--- src/rtl/core/i2cs_pkg.sv ---
package i2cs_pkg;

    // Default depth of the receive buffer and of the register file
    localparam int unsigned BUF_SIZE_DEF = 16;

    // Width of the wide copy arithmetic (pointer byte plus index)
    localparam int unsigned DST_W = 9;

    // Configuration register indexes
    localparam int unsigned CFG_IDX_W = 1;
    localparam logic [CFG_IDX_W-1:0] CFG_OWN_ADDRESS   = 1'b0;
    localparam logic [CFG_IDX_W-1:0] CFG_TIMEOUT_TICKS = 1'b1;

    // Reset values of the configuration registers
    localparam logic [6:0]  OWN_ADDRESS_RST   = 7'd80;
    localparam logic [15:0] TIMEOUT_TICKS_RST = 16'd500;

    // Event kinds of an input item
    localparam logic [1:0] ACT_SCL  = 2'd0;
    localparam logic [1:0] ACT_SDA  = 2'd1;
    localparam logic [1:0] ACT_TICK = 2'd2;

    // Bus phase as reported on bus_state
    typedef enum logic [2:0] {
        PH_IDLE  = 3'd0,
        PH_START = 3'd1,
        PH_DATA  = 3'd2,
        PH_ACK   = 3'd3,
        PH_NACK  = 3'd4
    } phase_t;

    // Receive buffer read address select
    typedef enum logic [1:0] {
        RD_HDR  = 2'd0,
        RD_ZERO = 2'd1,
        RD_COPY = 2'd2
    } rd_sel_t;

    // Controller to datapath commands
    typedef struct packed {
        logic    capture;
        rd_sel_t rd_sel;
        logic    exec;
        logic    emit;
        logic    copy_write;
        logic    clr_write;
    } dp_cmd_t;

    // Datapath to controller status
    typedef struct packed {
        logic stop_commit;
        logic hdr_match;
        logic copy_break;
        logic copy_last;
        logic clr_last;
    } dp_status_t;

endpackage

--- src/rtl/core/i2c_slave_register_file.sv ---
// I2C slave with a register file and a register pointer, fed one line event
// per item (SCL edge, SDA edge or time tick) and giving one result item per
// event. An ordinary event is captured, then reads the receive buffer and
// register file, then executes and gives its result once the output is free. A STOP
// that ends a write of three or more bytes walks the buffer through the
// single memory port: a header check, then a read and a write for each byte
// copied into the register file and a write for each buffer entry cleared.
// A new item is taken while an earlier result still waits on the output.
// Configuration writes (index 0 own address, index 1 timeout in ticks) are
// always taken. After reset the buffer and the register file read as zero.
module i2c_slave_register_file
    import i2cs_pkg::*;
#(
    parameter int unsigned BUF_SIZE = BUF_SIZE_DEF
)
(
    input  logic                 clk,
    input  logic                 rst_n,
    input  logic                 in_valid,
    output logic                 in_ready,
    input  logic [1:0]           action,
    input  logic                 scl_level,
    input  logic                 sda_level,
    output logic                 out_valid,
    input  logic                 out_ready,
    output logic                 sda_drive_enable,
    output logic                 sda_drive_level,
    output logic [2:0]           bus_state,
    output logic [3:0]           committed_bytes,
    input  logic                 cfg_valid,
    output logic                 cfg_ready,
    input  logic [CFG_IDX_W-1:0] cfg_index,
    input  logic [15:0]          cfg_data
);

    dp_cmd_t    cmd;
    dp_status_t status;

    assign cfg_ready = 1'b1;

    i2cs_ctrl u_ctrl (
        .clk       (clk),
        .rst_n     (rst_n),
        .in_valid  (in_valid),
        .in_ready  (in_ready),
        .out_valid (out_valid),
        .out_ready (out_ready),
        .status    (status),
        .cmd       (cmd)
    );

    i2cs_datapath #(
        .BUF_SIZE (BUF_SIZE)
    ) u_datapath (
        .clk              (clk),
        .rst_n            (rst_n),
        .cmd              (cmd),
        .status           (status),
        .action           (action),
        .scl_level        (scl_level),
        .sda_level        (sda_level),
        .cfg_valid        (cfg_valid),
        .cfg_index        (cfg_index),
        .cfg_data         (cfg_data),
        .sda_drive_enable (sda_drive_enable),
        .sda_drive_level  (sda_drive_level),
        .bus_state        (bus_state),
        .committed_bytes  (committed_bytes)
    );

endmodule

--- src/rtl/core/i2cs_ctrl.sv ---
module i2cs_ctrl
    import i2cs_pkg::*;
(
    input  logic       clk,
    input  logic       rst_n,
    input  logic       in_valid,
    output logic       in_ready,
    output logic       out_valid,
    input  logic       out_ready,
    input  dp_status_t status,
    output dp_cmd_t    cmd
);

    typedef enum logic [7:0] {
        S_IDLE  = 8'b0000_0001,
        S_READ  = 8'b0000_0010,
        S_EXEC  = 8'b0000_0100,
        S_CHECK = 8'b0000_1000,
        S_CRD   = 8'b0001_0000,
        S_CWR   = 8'b0010_0000,
        S_CLR   = 8'b0100_0000,
        S_DONE  = 8'b1000_0000
    } state_t;

    state_t state_reg, state_next;
    logic   out_valid_reg, out_valid_next;
    logic   out_free;

    assign in_ready  = (state_reg == S_IDLE);
    assign out_valid = out_valid_reg;
    assign out_free  = !out_valid_reg || out_ready;

    // Sequencer: read, execute, optional STOP commit walk, result
    always_comb
    begin
        state_next     = state_reg;
        cmd            = '0;
        cmd.rd_sel     = RD_HDR;
        case (state_reg)
            S_IDLE:
            begin
                cmd.capture = in_valid;
                if (in_valid)
                    state_next = S_READ;
            end
            S_READ:
            begin
                cmd.rd_sel = RD_HDR;
                state_next = S_EXEC;
            end
            S_EXEC:
            begin
                if (status.stop_commit)
                begin
                    cmd.exec   = 1'b1;
                    cmd.rd_sel = RD_ZERO;
                    state_next = S_CHECK;
                end
                else if (out_free)
                begin
                    cmd.exec   = 1'b1;
                    cmd.emit   = 1'b1;
                    state_next = S_IDLE;
                end
            end
            S_CHECK:
            begin
                if (status.hdr_match)
                    state_next = S_CRD;
                else
                    state_next = S_DONE;
            end
            S_CRD:
            begin
                cmd.rd_sel = RD_COPY;
                state_next = S_CWR;
            end
            S_CWR:
            begin
                if (status.copy_break)
                    state_next = S_CLR;
                else
                begin
                    cmd.copy_write = 1'b1;
                    if (status.copy_last)
                        state_next = S_CLR;
                    else
                        state_next = S_CRD;
                end
            end
            S_CLR:
            begin
                cmd.clr_write = 1'b1;
                if (status.clr_last)
                    state_next = S_DONE;
            end
            S_DONE:
            begin
                if (out_free)
                begin
                    cmd.emit   = 1'b1;
                    state_next = S_IDLE;
                end
            end
            default:
            begin
                state_next = S_IDLE;
            end
        endcase
    end

    // Result valid flag
    always_comb
    begin
        out_valid_next = out_valid_reg;
        if (cmd.emit)
            out_valid_next = 1'b1;
        else if (out_ready)
            out_valid_next = 1'b0;
    end

    always_ff @(posedge clk or negedge rst_n)
    begin
        if (!rst_n)
        begin
            state_reg     <= S_IDLE;
            out_valid_reg <= 1'b0;
        end
        else
        begin
            state_reg     <= state_next;
            out_valid_reg <= out_valid_next;
        end
    end

endmodule

--- src/rtl/core/i2cs_datapath.sv ---
module i2cs_datapath
    import i2cs_pkg::*;
#(
    parameter int unsigned BUF_SIZE = BUF_SIZE_DEF
)
(
    input  logic                 clk,
    input  logic                 rst_n,
    input  dp_cmd_t              cmd,
    output dp_status_t           status,
    input  logic [1:0]           action,
    input  logic                 scl_level,
    input  logic                 sda_level,
    input  logic                 cfg_valid,
    input  logic [CFG_IDX_W-1:0] cfg_index,
    input  logic [15:0]          cfg_data,
    output logic                 sda_drive_enable,
    output logic                 sda_drive_level,
    output logic [2:0]           bus_state,
    output logic [3:0]           committed_bytes
);

    localparam int unsigned IW = $clog2(BUF_SIZE);

    // Captured item
    logic [1:0] action_reg;
    logic       scl_reg;
    logic       sda_reg;

    // Configuration
    logic [6:0]  own_address_reg;
    logic [15:0] timeout_ticks_reg;

    // Bus state
    phase_t        phase_reg, phase_next;
    logic          master_reads_reg, master_reads_next;
    logic [3:0]    fec_reg, fec_next;
    logic          matched_reg, matched_next;
    logic [IW-1:0] rx_idx_reg, rx_idx_next;
    logic [IW-1:0] tx_idx_reg, tx_idx_next;
    logic [7:0]    cur_reg, cur_next;
    logic [15:0]   idle_ticks_reg, idle_ticks_next;
    logic          de_reg, de_next;
    logic          dl_reg, dl_next;

    // Commit walk
    logic [7:0]    ptr_reg, ptr_next;
    logic [IW-1:0] copy_idx_reg, copy_idx_next;
    logic [IW-1:0] clr_idx_reg, clr_idx_next;
    logic [IW-1:0] n_reg, n_next;

    // Result
    logic       out_de_reg;
    logic       out_dl_reg;
    logic [2:0] out_phase_reg;
    logic [3:0] out_committed_reg;

    // Receive buffer memory
    logic [7:0]          rx_mem [BUF_SIZE];
    logic [BUF_SIZE-1:0] rx_vld_reg;
    logic                rx_we;
    logic [IW-1:0]       rx_waddr;
    logic [7:0]          rx_wdata;
    logic [IW-1:0]       rx_raddr;
    logic [7:0]          rx_rd_reg;
    logic                rx_rd_vld_reg;
    logic [7:0]          rx_rd_byte;

    // Register file memory
    logic [7:0]          rf_mem [BUF_SIZE];
    logic [BUF_SIZE-1:0] rf_vld_reg;
    logic                rf_we;
    logic [IW-1:0]       rf_waddr;
    logic [7:0]          rf_rd_reg;
    logic                rf_rd_vld_reg;
    logic [7:0]          tx_byte;

    // Helpers
    logic [3:0]       fec_inc;
    logic [15:0]      ticks_inc;
    logic [DST_W-1:0] dst;
    logic [DST_W-1:0] n_ext;

    function automatic logic [IW-1:0] bump_index(input logic [IW-1:0] v);
        logic [IW:0] inc;
        inc = {1'b0, v} + {{IW{1'b0}}, 1'b1};
        if (inc >= (IW+1)'(BUF_SIZE - 1))
            bump_index = '0;
        else
            bump_index = inc[IW-1:0];
    endfunction

    // Entries never written read as zero
    assign rx_rd_byte = rx_rd_vld_reg ? rx_rd_reg : 8'h00;
    assign tx_byte    = rf_rd_vld_reg ? rf_rd_reg : 8'h00;

    // Status toward the controller
    assign dst = DST_W'(ptr_reg) + DST_W'(copy_idx_reg) - DST_W'(2);

    always_comb
    begin
        status.stop_commit = (action_reg == ACT_SDA) && scl_reg && sda_reg &&
                             ((IW+1)'(rx_idx_reg) >= (IW+1)'(3));
        status.hdr_match   = (rx_rd_byte == {own_address_reg, 1'b0});
        status.copy_break  = (dst > DST_W'(BUF_SIZE - 1));
        status.copy_last   = ({1'b0, copy_idx_reg} + (IW+1)'(1)) == {1'b0, rx_idx_reg};
        status.clr_last    = ({1'b0, clr_idx_reg} + (IW+1)'(1)) == {1'b0, rx_idx_reg};
    end

    // Receive buffer read address
    always_comb
    begin
        case (cmd.rd_sel)
            RD_HDR:  rx_raddr = IW'(1);
            RD_ZERO: rx_raddr = '0;
            RD_COPY: rx_raddr = copy_idx_reg;
            default: rx_raddr = '0;
        endcase
    end

    // Item execution and commit walk
    always_comb
    begin
        phase_next        = phase_reg;
        master_reads_next = master_reads_reg;
        fec_next          = fec_reg;
        matched_next      = matched_reg;
        rx_idx_next       = rx_idx_reg;
        tx_idx_next       = tx_idx_reg;
        cur_next          = cur_reg;
        idle_ticks_next   = idle_ticks_reg;
        de_next           = de_reg;
        dl_next           = dl_reg;
        ptr_next          = ptr_reg;
        copy_idx_next     = copy_idx_reg;
        clr_idx_next      = clr_idx_reg;
        n_next            = n_reg;
        rx_we             = 1'b0;
        rx_waddr          = rx_idx_reg;
        rx_wdata          = 8'h00;
        rf_we             = 1'b0;
        rf_waddr          = dst[IW-1:0];
        fec_inc           = fec_reg + 4'd1;
        ticks_inc         = (idle_ticks_reg == 16'hFFFF) ? idle_ticks_reg
                                                         : idle_ticks_reg + 16'd1;

        if (cmd.exec)
        begin
            n_next        = '0;
            copy_idx_next = IW'(2);
            clr_idx_next  = '0;
            case (action_reg)
                ACT_SCL:
                begin
                    idle_ticks_next = '0;
                    if (!scl_reg)
                    begin
                        // SCL falling edge
                        case (phase_reg)
                            PH_START:
                            begin
                                fec_next = '0;
                                if (DST_W'(rx_rd_byte) >= DST_W'(BUF_SIZE))
                                    tx_idx_next = '0;
                                else
                                    tx_idx_next = rx_rd_byte[IW-1:0];
                                rx_idx_next       = '0;
                                matched_next      = 1'b0;
                                cur_next          = 8'h00;
                                rx_we             = 1'b1;
                                rx_waddr          = '0;
                                rx_wdata          = 8'h00;
                                master_reads_next = 1'b0;
                                phase_next        = PH_DATA;
                            end
                            PH_DATA:
                            begin
                                fec_next = fec_inc;
                                if (fec_inc < 4'd8)
                                begin
                                    if (master_reads_reg)
                                        dl_next = tx_byte[3'd7 - fec_inc[2:0]];
                                end
                                else if (fec_inc == 4'd8)
                                begin
                                    if (!master_reads_reg)
                                    begin
                                        // address byte check
                                        if (rx_idx_reg == '0 &&
                                            cur_reg[7:1] == own_address_reg)
                                        begin
                                            matched_next      = 1'b1;
                                            master_reads_next = cur_reg[0];
                                        end
                                        if (matched_next)
                                        begin
                                            de_next = 1'b1;
                                            dl_next = 1'b0;
                                        end
                                    end
                                    else
                                    begin
                                        de_next     = 1'b0;
                                        tx_idx_next = bump_index(tx_idx_reg);
                                    end
                                    phase_next = PH_ACK;
                                end
                            end
                            PH_ACK:
                            begin
                                fec_next = '0;
                                if (!master_reads_reg)
                                begin
                                    de_next     = 1'b0;
                                    rx_idx_next = bump_index(rx_idx_reg);
                                    cur_next    = 8'h00;
                                    rx_we       = 1'b1;
                                    rx_waddr    = rx_idx_next;
                                    rx_wdata    = 8'h00;
                                end
                                else
                                begin
                                    de_next = 1'b1;
                                    dl_next = tx_byte[7];
                                end
                                phase_next = PH_DATA;
                            end
                            PH_NACK:
                            begin
                                fec_next = '0;
                                de_next  = 1'b0;
                            end
                            default:
                            begin
                            end
                        endcase
                    end
                    else
                    begin
                        // SCL rising edge: sample data or master ACK
                        if (phase_reg == PH_DATA)
                        begin
                            if (!master_reads_reg && fec_reg < 4'd8 && sda_reg)
                            begin
                                cur_next = cur_reg | (8'h80 >> fec_reg[2:0]);
                                rx_we    = 1'b1;
                                rx_waddr = rx_idx_reg;
                                rx_wdata = cur_next;
                            end
                        end
                        else if (phase_reg == PH_ACK)
                        begin
                            if (master_reads_reg && sda_reg)
                                phase_next = PH_NACK;
                        end
                    end
                end
                ACT_SDA:
                begin
                    if (scl_reg)
                    begin
                        if (!sda_reg)
                            phase_next = PH_START;
                        else
                        begin
                            // STOP; pointer byte is on the read port
                            phase_next = PH_IDLE;
                            ptr_next   = rx_rd_byte;
                        end
                    end
                end
                ACT_TICK:
                begin
                    idle_ticks_next = ticks_inc;
                    if (phase_reg != PH_IDLE && ticks_inc > timeout_ticks_reg)
                    begin
                        phase_next = PH_IDLE;
                        de_next    = 1'b0;
                    end
                end
                default:
                begin
                end
            endcase
        end

        // Copy one received byte into the register file
        if (cmd.copy_write)
        begin
            rf_we         = 1'b1;
            n_next        = n_reg + IW'(1);
            copy_idx_next = copy_idx_reg + IW'(1);
        end

        // Clear one used buffer entry
        if (cmd.clr_write)
        begin
            rx_we        = 1'b1;
            rx_waddr     = clr_idx_reg;
            rx_wdata     = 8'h00;
            clr_idx_next = clr_idx_reg + IW'(1);
            if (status.clr_last)
            begin
                rx_idx_next = '0;
                cur_next    = 8'h00;
            end
        end
    end

    assign n_ext = DST_W'(n_next);

    // Control and bus state registers
    always_ff @(posedge clk or negedge rst_n)
    begin
        if (!rst_n)
        begin
            own_address_reg   <= OWN_ADDRESS_RST;
            timeout_ticks_reg <= TIMEOUT_TICKS_RST;
            phase_reg         <= PH_IDLE;
            master_reads_reg  <= 1'b0;
            fec_reg           <= '0;
            matched_reg       <= 1'b0;
            rx_idx_reg        <= '0;
            tx_idx_reg        <= '0;
            cur_reg           <= '0;
            idle_ticks_reg    <= '0;
            de_reg            <= 1'b0;
            dl_reg            <= 1'b1;
            copy_idx_reg      <= '0;
            clr_idx_reg       <= '0;
            n_reg             <= '0;
            rx_vld_reg        <= '0;
            rf_vld_reg        <= '0;
        end
        else
        begin
            if (cfg_valid)
            begin
                case (cfg_index)
                    CFG_OWN_ADDRESS:   own_address_reg   <= cfg_data[6:0];
                    CFG_TIMEOUT_TICKS: timeout_ticks_reg <= cfg_data;
                    default:
                    begin
                    end
                endcase
            end
            phase_reg        <= phase_next;
            master_reads_reg <= master_reads_next;
            fec_reg          <= fec_next;
            matched_reg      <= matched_next;
            rx_idx_reg       <= rx_idx_next;
            tx_idx_reg       <= tx_idx_next;
            cur_reg          <= cur_next;
            idle_ticks_reg   <= idle_ticks_next;
            de_reg           <= de_next;
            dl_reg           <= dl_next;
            copy_idx_reg     <= copy_idx_next;
            clr_idx_reg      <= clr_idx_next;
            n_reg            <= n_next;
            if (rx_we)
                rx_vld_reg[rx_waddr] <= 1'b1;
            if (rf_we)
                rf_vld_reg[rf_waddr] <= 1'b1;
        end
    end

    // Payload registers: captured item, pointer, result
    always_ff @(posedge clk)
    begin
        if (cmd.capture)
        begin
            action_reg <= action;
            scl_reg    <= scl_level;
            sda_reg    <= sda_level;
        end
        ptr_reg <= ptr_next;
        if (cmd.emit)
        begin
            out_de_reg        <= de_next;
            out_dl_reg        <= dl_next;
            out_phase_reg     <= phase_next;
            out_committed_reg <= (n_ext > DST_W'(15)) ? 4'd15 : n_ext[3:0];
        end
    end

    // Receive buffer
    always_ff @(posedge clk)
    begin
        if (rx_we)
            rx_mem[rx_waddr] <= rx_wdata;
        rx_rd_reg     <= rx_mem[rx_raddr];
        rx_rd_vld_reg <= rx_vld_reg[rx_raddr];
    end

    // Register file
    always_ff @(posedge clk)
    begin
        if (rf_we)
            rf_mem[rf_waddr] <= rx_rd_byte;
        rf_rd_reg     <= rf_mem[tx_idx_reg];
        rf_rd_vld_reg <= rf_vld_reg[tx_idx_reg];
    end

    assign sda_drive_enable = out_de_reg;
    assign sda_drive_level  = out_dl_reg;
    assign bus_state        = out_phase_reg;
    assign committed_bytes  = out_committed_reg;

endmodule
--- config.mk ---
export PLATFORM = sky130hd
export DESIGN_NAME = i2c_slave_register_file
export DESIGN_NICKNAME = d
export VERILOG_FILES = /design/src/rtl/core/i2cs_pkg.sv /design/src/rtl/core/i2c_slave_register_file.sv /design/src/rtl/core/i2cs_ctrl.sv /design/src/rtl/core/i2cs_datapath.sv
export SDC_FILE = /design/constraint.sdc
export NUM_CORES = 1
export LEC_CHECK = 0
export BUFFER_PORTS_ARGS = -buffer_cell sky130_fd_sc_hd__buf_2
export CAP_MARGIN = 5
export CORE_MARGIN = 5
export CORE_UTILIZATION = 45
export CTS_BUF_LIST = sky130_fd_sc_hd__clkbuf_8
export DETAILED_ROUTE_END_ITERATION = 8
export PLACE_DENSITY = 0.65
export SKIP_LAST_GASP = 1
export SLEW_MARGIN = 15
export SYNTH_ARGS = -nofsm -noshare
export SYNTH_HDL_FRONTEND = slang
export SYNTH_SLANG_ARGS = --single-unit
--- constraint.sdc ---
create_clock -name clk -period 11.25 [get_ports clk]
set_clock_uncertainty 0.1 [all_clocks]
set_input_delay 2.8125 -clock clk [delete_from_list [all_inputs] [get_ports clk]]
set_output_delay 2.8125 -clock clk [all_outputs]
set_load 0.05 [all_outputs]
# After elaboration in Yosys (flattened, before gate mapping)
# Memories as Yosys holds them, arrays and structs flattened. A register that Yosys moved wholly into a read port is not among the register bits.
# Index checks and enable logic that the tools add are counted.
# totals
out_inout_bits	12
n_memories	2
ff_bits	142
mem_bits_rw	256
# memory_table
name	words	word_bits	read_ports	rd_clocked_by_memory_dff	write_ports	line	rtl
u_datapath.rf_mem	16	8	1	1	1	i2cs_datapath.sv:70	logic [7:0] rf_mem [BUF_SIZE];
u_datapath.rx_mem	16	8	1	1	1	i2cs_datapath.sv:59	logic [7:0] rx_mem [BUF_SIZE];
# classes
n_eq_ne	27
n_reduce_logical	34
n_addsub	12
muxes	136
magnitude_cmp	16
shifts	1
bitwise	5
# ops
op	n
2-to-1 mux 8 bit	21
2-to-1 mux 4 bit	19
one-hot mux 8 bit (8 select lines)	1
2-to-1 mux 1 bit	61
OR 16 bit	2
one-hot mux 16 bit (2 select lines)	1
one-hot mux 4 bit (2 select lines)	4
2-to-1 mux 3 bit	9
adder 4 x 1 -> 5 bit, second input constant	4
less-than comparator 4 x 5 -> 1 bit, second input constant	4
adder 16 x 1 -> 16 bit, second input constant	1
adder 4 x 1 -> 4 bit, second input constant	4
equality test 16 bit, second input constant	1
> comparator 16 bit	1
2-to-1 mux 16 bit	1
one-hot mux 8 bit (2 select lines)	1
2-to-1 mux 7 bit	2
AND reduction 7 bit	2
one-hot mux 1 bit (2 select lines)	6
nonzero test 2 bit	6
equality test 5 x 4 -> 1 bit	2
greater-or-equal comparator 5 x 4 -> 1 bit, second input constant	2
logical AND 1 bit	10
adder 8 x 4 -> 9 bit	1
48 further kinds	65

# Logic depth before layout (Yosys ltp)
# Gate-level depths: netlist of run 1.
# logic_depth
word_depth	18
depth_mapped	14

# Modules after synthesis
# A second synthesis of run 1 with hierarchy kept.
# unflattened
hier_cells	1266
hier_area_um2	18413.9
# by_module_without_submodules
module	seq_area_each_um2	area_per_inst_um2	cells_per_inst	n_inst
i2cs_datapath	11442.2	17843.4	1206	1
i2cs_ctrl	226.5	559.3	58	1
i2c_slave_register_file	0.0	11.3	2	1

# Worst setup path after synthesis of run 1
# Ideal clock, no wire load.
# synth_timing
kind	input to register
start	in out_ready
end	mem u_datapath.rx_mem[12][0], enable pin
t_required_ns	10.766
stages	6
t_arrival_ns	4.776
slack_ns	5.990
n_path_buf	0
path_cell_list	nand2b_1 nand4_1 or4b_1 a21oi_1 o21ai_1 o21ai_0
# synth_between
elab_chain_len	8
elab_cells_between_ends	10
cone_classes	9 x mux; 1 x reduce/logical
# synth_rtl
item	line	rtl
from (decl)	i2c_slave_register_file.sv:25	input logic out_ready,
logical OR 1 bit (*)	i2cs_ctrl.sv:31	assign out_free = !out_valid_reg || out_ready;
2-to-1 mux 2 bit (*)	i2cs_ctrl.sv:59	else if (out_free)
2-to-1 mux 1 bit (*)	i2cs_ctrl.sv:53	if (status.stop_commit)
2-to-1 mux 1 bit (*)	i2cs_ctrl.sv:39	case (state_reg)
2-to-1 mux 1 bit	i2cs_datapath.sv:147	if (cmd.exec)
2-to-1 mux 1 bit	i2cs_datapath.sv:296	if (cmd.clr_write)
2-to-1 mux 1 bit	i2cs_datapath.sv:389	if (rx_we)
2-to-1 mux 1 bit (implied by the code)	i2cs_datapath.sv:390	rx_mem[rx_waddr] <= rx_wdata;
to (decl)	i2cs_datapath.sv:59	
# Mark *: on every way between the ends. The rest lies on a longest branch, timed or not.

# Worst setup path in the final report of run 1
# layout_timing
start	reg u_ctrl.state_reg[1]
end	out in_ready
# layout_between
elab_chain_len	1
# layout_rtl
item	line	rtl
from (decl)	i2cs_ctrl.sv:25	state_t state_reg, state_next;
from (signal assigned)	i2cs_ctrl.sv:131	state_reg <= state_next;
equality test 8 x 1 -> 1 bit	i2cs_ctrl.sv:29	assign in_ready = (state_reg == S_IDLE);
to (decl)	i2c_slave_register_file.sv:20	output logic in_ready,
# No other way between the ends.

==> impl_metrics.py, run 1 <==
metrics = {
    "status": {
        "status": "finished, final reports clean",
    },
    "yosys": {
        "synth.top_cells.by_count": "edfxtp_1 (277), nand2_1 (141), dfrtp_1 (109)",
        "ys_top_cells_by_area": "edfxtp_1 (44%), dfrtp_1 (14%), mux4_2 (5.6%)",
        "netlist_area_um2": 18900,
        "postSynthAreaPerCell_um2": 13.0,
        "yosysMostFrequentCell": "edfxtp_1",
        "synth_cell_types": 83,
        "synth_edf_count": 277,
        "yosys.area.top_type_share": 0.441,
        "syn_nets": 1520,
        "synth-seq-area-share": 0.619,
        "ys_ff_latch": 414,
        "synthCells": 1451,
        "ys_warn_count": 0,
        "ys.flop_type": "edfxtp_1",
        "synth-async-reset-ratio": 0.287,
        "yosysTopAreaCell": "edfxtp_1",
    },
    "floorplan": {
        "core_area_um2": 41700,
        "ios": 38,
        "die_y_um": 215,
        "initial_core_util": 0.453,
        "num_rows": 75,
        "die_area_um2": 46100,
        "fp.dieW_um": 215,
    },
    "critical_path": {
        "r2r_cells": 9,
        "cp-end-kind": "output port",
        "cp_data_arrival_time_ps": 2580,
        "reg2reg_to": "u_datapath.rf_mem[4][4]",
        "required_ps": 8340,
        "crit_fanout": 10,
        "start_kind": "flip-flop",
        "worstSetupPathType": "flip-flop to output port",
        "startpoint": "u_ctrl.state_reg[1]",
        "timing.rr.start": "u_datapath.copy_idx_reg[2]",
        "r2r_slack_ps": 6420,
    },
    "hold_path": {
        "holdCritStartpoint": "u_datapath.rf_vld_reg[10]",
        "whs_path_depth": 1,
        "hp-class": "flip-flop to flip-flop",
        "min_to": "u_datapath.rf_vld_reg[10]",
    },
    "grt": {
        "grt_max_degree": 62,
        "grt_pass1_vias": 12400,
        "antenna_found_initial": 0,
        "grt_usage": 0.190,
        "gr-total-overflow": 0,
        "grt_pass1_wl_um": 70500,
    },
    "route": {
        "drt_first_pass_iters": 6,
        "drt_iter0_markers": 1382,
        "drt_wl_total_um": 44100,
        "routed_via_density": 5.83,
        "drtAntennaViolNets": 0,
        "dr_total_vias": 12200,
        "drc": 0,
        "wl_per_cell_um": 21.0,
    },
    "timing": {
        "finalCriticalPeriod_ps": 5490,
        "setup_viol": 0,
        "relSlewSlack": 0.239,
        "worst_pin_slew_ps": 1130,
        "fmax_ghz": 0.182,
        "tns_ps": 0,
        "slew_violations": 0,
        "hold_viol": 0,
        "rsz0062_at_grt": "no",
        "fin_ws_ps": 5760,
        "post-route-period-util": 0.488,
    },
    "final_layout": {
        "multiInputGateArea_um2": 6700,
        "area_growth_pct": 10.7,
        "nFillCells": 3593,
        "final_cell_count_no_fill": 2097,
        "seq_area_um2": 11700,
        "reg_top3": "u_datapath.rf_mem: 128 flops, u_datapath.rx_mem: 128 flops",
        "nets": 1571,
        "drive_gt1_frac": 0.158,
        "diodes": 0,
    },
    "clock_tree": {
        "cts.sinks": 414,
        "clk_path_buf_depth": 3,
        "cts_made_buffers": 68,
        "path_clk_slew_ps": 60,
        "ctsHoldBuffers": 0,
        "clk_latency_ps": 610,
        "cts_setup_buffers": 0,
        "clockRootBuffer": "clkbuf_8",
        "ctsResizeCount": 0,
        "tritoncts": "done",
        "htreeDepth": 3,
    },
    "flow_run": {
        "cap_violations": 0,
    },
    "power": {
        "p_total_uw": 3520,
        "vdd_ir_drop_max_mv": 0.0771,
        "powerDensity_nw_per_um2": 168,
        "p_leak_uw": 0.00757,
    },
    "placement": {
        "dp_hpwl_um": 29800,
        "dpl_worst_slack_ps": 5220,
        "portBuffers": 36,
        "place.gp.congestion": 0.926,
        "dp.cells": 1971,
    },
}
## layout by cell type (no fill, tap or decap), types with 7 or more instances in the layout
cell type | Yosys | routed
a211oi_1 | 19 | 19
a21boi_0 | 19 | 19
a21o_1 | 8 | 8
a21oi_1 | 55 | 55
a22o_1 | 9 | 9
a31oi_1 | 15 | 15
a32oi_1 | 21 | 21
and2_1 | 10 | 9
and3_1 | 8 | 8
and4b_1 | 9 | 9
buf_2 | 4 | 35
buf_4 | 1 | 14
clkbuf_8 | 0 | 72
clkinv_1 | 1 | 13
clkinv_2 | 0 | 13
dfrtp_1 | 109 | 108
dfstp_2 | 10 | 10
dfxtp_1 | 18 | 18
edfxtp_1 | 277 | 277
ha_1 | 42 | 42
inv_1 | 63 | 82
mux2_2 | 24 | 24
mux2i_1 | 23 | 23
mux4_2 | 47 | 47
nand2_1 | 141 | 141
nand2b_1 | 13 | 13
nand3_1 | 45 | 45
nand4_1 | 17 | 17
nor2_1 | 95 | 93
nor2b_1 | 9 | 9
nor3_1 | 21 | 21
nor3b_1 | 8 | 8
o211ai_1 | 7 | 7
o21a_1 | 8 | 8
o21ai_0 | 51 | 51
o21bai_1 | 25 | 25
o221ai_1 | 7 | 7
xnor2_1 | 24 | 24
xor2_1 | 20 | 20
## how the worst max path moves through the flow
stage,end,slack [ps],depth (start not counted)
2_1_floorplan,u_datapath.rx_mem[12][0],5990,6
5_1_grt,u_datapath.rx_mem[7][5],5550,7
3_5_place_dp,u_datapath.rx_mem[12][3],5220,7
6_report,in_ready,5760,4
4_1_cts,in_ready,5790,4
3_3_place_gp,u_datapath.rx_mem[7][4],5350,7
## critical path, stage by stage (launching register included)
cell	delay, ps
dfrtp_1	460
nor4_2	750
nand4b_1	320
inv_1	170
buf_2	290
## kinds of logic after synthesis
kind of cell | Yosys count | share of synthesized area
fa+ha+maj | 43 | 0.0289
buf+inv | 132 | 0.0267
xor+xnor | 44 | 0.0204
compound gates | 302 | 0.112
simple gates | 421 | 0.111
other cells | 1 | 0.000199
flops | 414 | 0.619
mux | 94 | 0.0826
## metal layers
metal / up-vias / global-route usage / wire length [µm]
met3: 84 / 0.0325 / 2890
met2: 433 / 0.291 / 19900
met5: - / 0 / 0
met1: 6095 / 0.279 / 20100
met4: 0 / 0.0648 / 1190
li1: 5621 / - / -
## where the power goes
part | total, µW | internal, µW | switching, µW
logic | 462 | 185 | 277
clock network | 1280 | 673 | 605
registers | 1770 | 1670 | 101
total | 3520 | 2530 | 984
## per-stage QoR
step | utilization | area (µm²) | hold WS [ps]
global placement | 0.469 | 19600 | 350
global route | 0.501 | 20900 | 381
CTS | 0.501 | 20900 | 372
floorplan | - | 18900 | 328
detailed placement | 0.469 | 19600 | 358
finish | 0.501 | 20900 | 366
## final cells by class
cell class / count / share of cell area
Clock inverter: 54 / 0.0161
Tap cell: 539 / 0.0323
Sequential cell: 414 / 0.559
Inverter: 64 / 0.0115
Clock buffer: 72 / 0.0474
Multi-Input combinational cell: 905 / 0.321
Timing Repair Buffer: 49 / 0.0134
No activity file was read; power rests on OpenSTA's default activity.
==> run 2: changes to the inputs <==
==> constraint.sdc (replaced) <==
create_clock -name clk -period 5.7 [get_ports clk]
set_clock_uncertainty 0.1 [all_clocks]
set_input_delay 1.425 -clock clk [delete_from_list [all_inputs] [get_ports clk]]
set_output_delay 1.425 -clock clk [all_outputs]
set_load 0.05 [all_outputs]
==> impl_metrics.py, run 2 (synthesis results as in run 1) <==
metrics = {
    "final_layout": {
        "final_cell_count_no_fill": 2099,
        "final_common_cell": "edfxtp_1",
        "final_util": 0.503,
        "fin_area_um2": 20900,
        "nets": 1575,
        "area_growth_pct": 11.0,
        "reg_top3": "u_datapath.rf_mem: 128 flops, u_datapath.rx_mem: 128 flops",
        "final_cell_mix": "edfxtp_1 (277), nand2_1 (141), dfrtp_1 (108)",
        "drive_gt1_frac": 0.161,
    },
    "placement": {
        "dp.cells": 1974,
        "portBuffers": 36,
        "dpl_worst_slack_ps": 1090,
        "dp_hpwl_um": 30800,
        "place.gp.congestion": 0.908,
        "place_area_um2": 19600,
    },
    "grt": {
        "grt_max_degree": 59,
        "grt_usage": 0.198,
        "antenna_found_initial": 2,
        "grt_pass1_vias": 12300,
        "grt_pass1_wl_um": 71300,
        "gr-total-overflow": 0,
    },
    "route": {
        "drt-met1-wl_um": 20300,
        "wl_met2_um": 21100,
        "routed_via_density": 5.89,
        "drtAntennaViolNets": 0,
        "dr_total_vias": 12400,
        "drt_wl_total_um": 46100,
        "drc": 0,
        "top_layer": "met4",
        "wl_per_cell_um": 22.0,
        "wl_met3_um": 3780,
        "drt_first_pass_iters": 8,
        "drt_iter0_markers": 1419,
    },
    "clock_tree": {
        "cts_setup_buffers": 0,
        "cts_made_buffers": 69,
        "tritoncts": "done",
        "path_clk_slew_ps": 60,
        "ctsResizeCount": 0,
        "clk_path_buf_depth": 3,
        "clk_latency_ps": 630,
        "ctsHoldBuffers": 0,
        "htreeDepth": 3,
        "clockRootBuffer": "clkbuf_8",
        "cts.sinks": 414,
    },
    "critical_path": {
        "cp-end-kind": "flip-flop",
        "cpPeakStageDelay_ps": 760,
        "start_kind": "flip-flop",
        "r2r_slack_ps": 1100,
        "crit_fanout": 9,
        "r2r_cells": 9,
        "cp_data_arrival_time_ps": 4740,
        "worst_path_max_delay_cell": "a2111oi_4",
        "required_ps": 5850,
        "path_cells": "clkinv_1, ha_1, fa_1, nor2b_1, o21ai_0, a221o_1, a2111oi_4, nand3b_1, nor2_1",
        "timing.rr.start": "u_datapath.copy_idx_reg[2]",
        "startpoint": "u_datapath.copy_idx_reg[2]",
        "worstSetupPathType": "flip-flop to flip-flop",
    },
    "timing": {
        "tns_ps": 0,
        "post-route-period-util": 0.806,
        "fin_ws_ps": 1100,
        "slew_violations": 0,
        "fmax_ghz": 0.218,
        "finalCriticalPeriod_ps": 4600,
        "setup_viol": 0,
        "hold_viol": 0,
        "worst_pin_slew_ps": 1160,
        "rsz0062_at_grt": "no",
        "relSlewSlack": 0.226,
    },
    "floorplan": {
        "fp.dieW_um": 215,
        "die_y_um": 215,
        "num_rows": 75,
        "core_area_um2": 41700,
        "ios": 38,
        "die_area_um2": 46100,
        "initial_core_util": 0.453,
    },
    "hold_path": {
        "whs_path_depth": 1,
        "hp-class": "flip-flop to flip-flop",
        "holdCritStartpoint": "u_datapath.rf_vld_reg[6]",
    },
    "power": {
        "power.share.clock": 0.367,
        "internal-power_uw": 5030,
        "comb_power_share": 0.135,
        "vdd_ir_drop_max_mv": 0.178,
        "p_sw_frac": 0.279,
        "seqPwrFrac": 0.499,
        "powerDensity_nw_per_um2": 333,
        "p_leak_uw": 0.00754,
        "p_sw_uw": 1950,
    },
    "flow_run": {
        "cap_violations": 0,
    },
    "status": {
        "status": "finished, final reports clean",
    },
}
-- run 2: critical path: cells and delay by family, from the launching register on --
kind / cells / cell delay, ps
simple gates: 3 / 1220
flops: 1 / 480
fa+ha+maj: 2 / 900
compound gates: 3 / 1270
buf+inv: 1 / 240
-- run 2: layout make-up --
cell class                      instances  area [µm²]
Inverter                               64         240
Fill cell                            3512       20700
Sequential cell                       414       11700
Clock buffer                           78        1070
Clock inverter                         45         268
Multi-Input combinational cell        905        6710
Antenna cell                            2        5.00
Tap cell                              539         674
Timing Repair Buffer                   52         303
-- run 2: power by group through the flow --
stage	logic (µW)	registers [µW]	clock network (µW)
final	940	3480	2560
after global routing	1040	3500	2770
after detailed placement	935	3530	0
after CTS	942	3470	2610
after global placement	919	3530	0
after floorplan	726	3470	0
-- run 2: metal layers --
layer,vias to the layer above,GRT usage
met5,-,0
met4,0,0.0608
met3,84,0.0491
met2,518,0.307
met1,6125,0.279
li1,5632,-
-- run 2: worst paths after layout --
kind,end
worst max-delay path,u_datapath.rf_mem[4][2]
worst min-delay path,u_datapath.rf_vld_reg[6]
worst max register to register,u_datapath.rf_mem[4][2]
worst min register to register,u_datapath.rf_vld_reg[6]
max in group asynchronous,u_datapath.rf_vld_reg[6]
min in group asynchronous,u_datapath.idle_ticks_reg[12]
-- run 2: through the flow --
stage                     hold WS (ps)  total power (µW)
final                              371              6980
after global routing               384              7310
after CTS                          369              7030
after detailed placement           355              4460
after global placement             345              4450
after floorplan                    328              4190
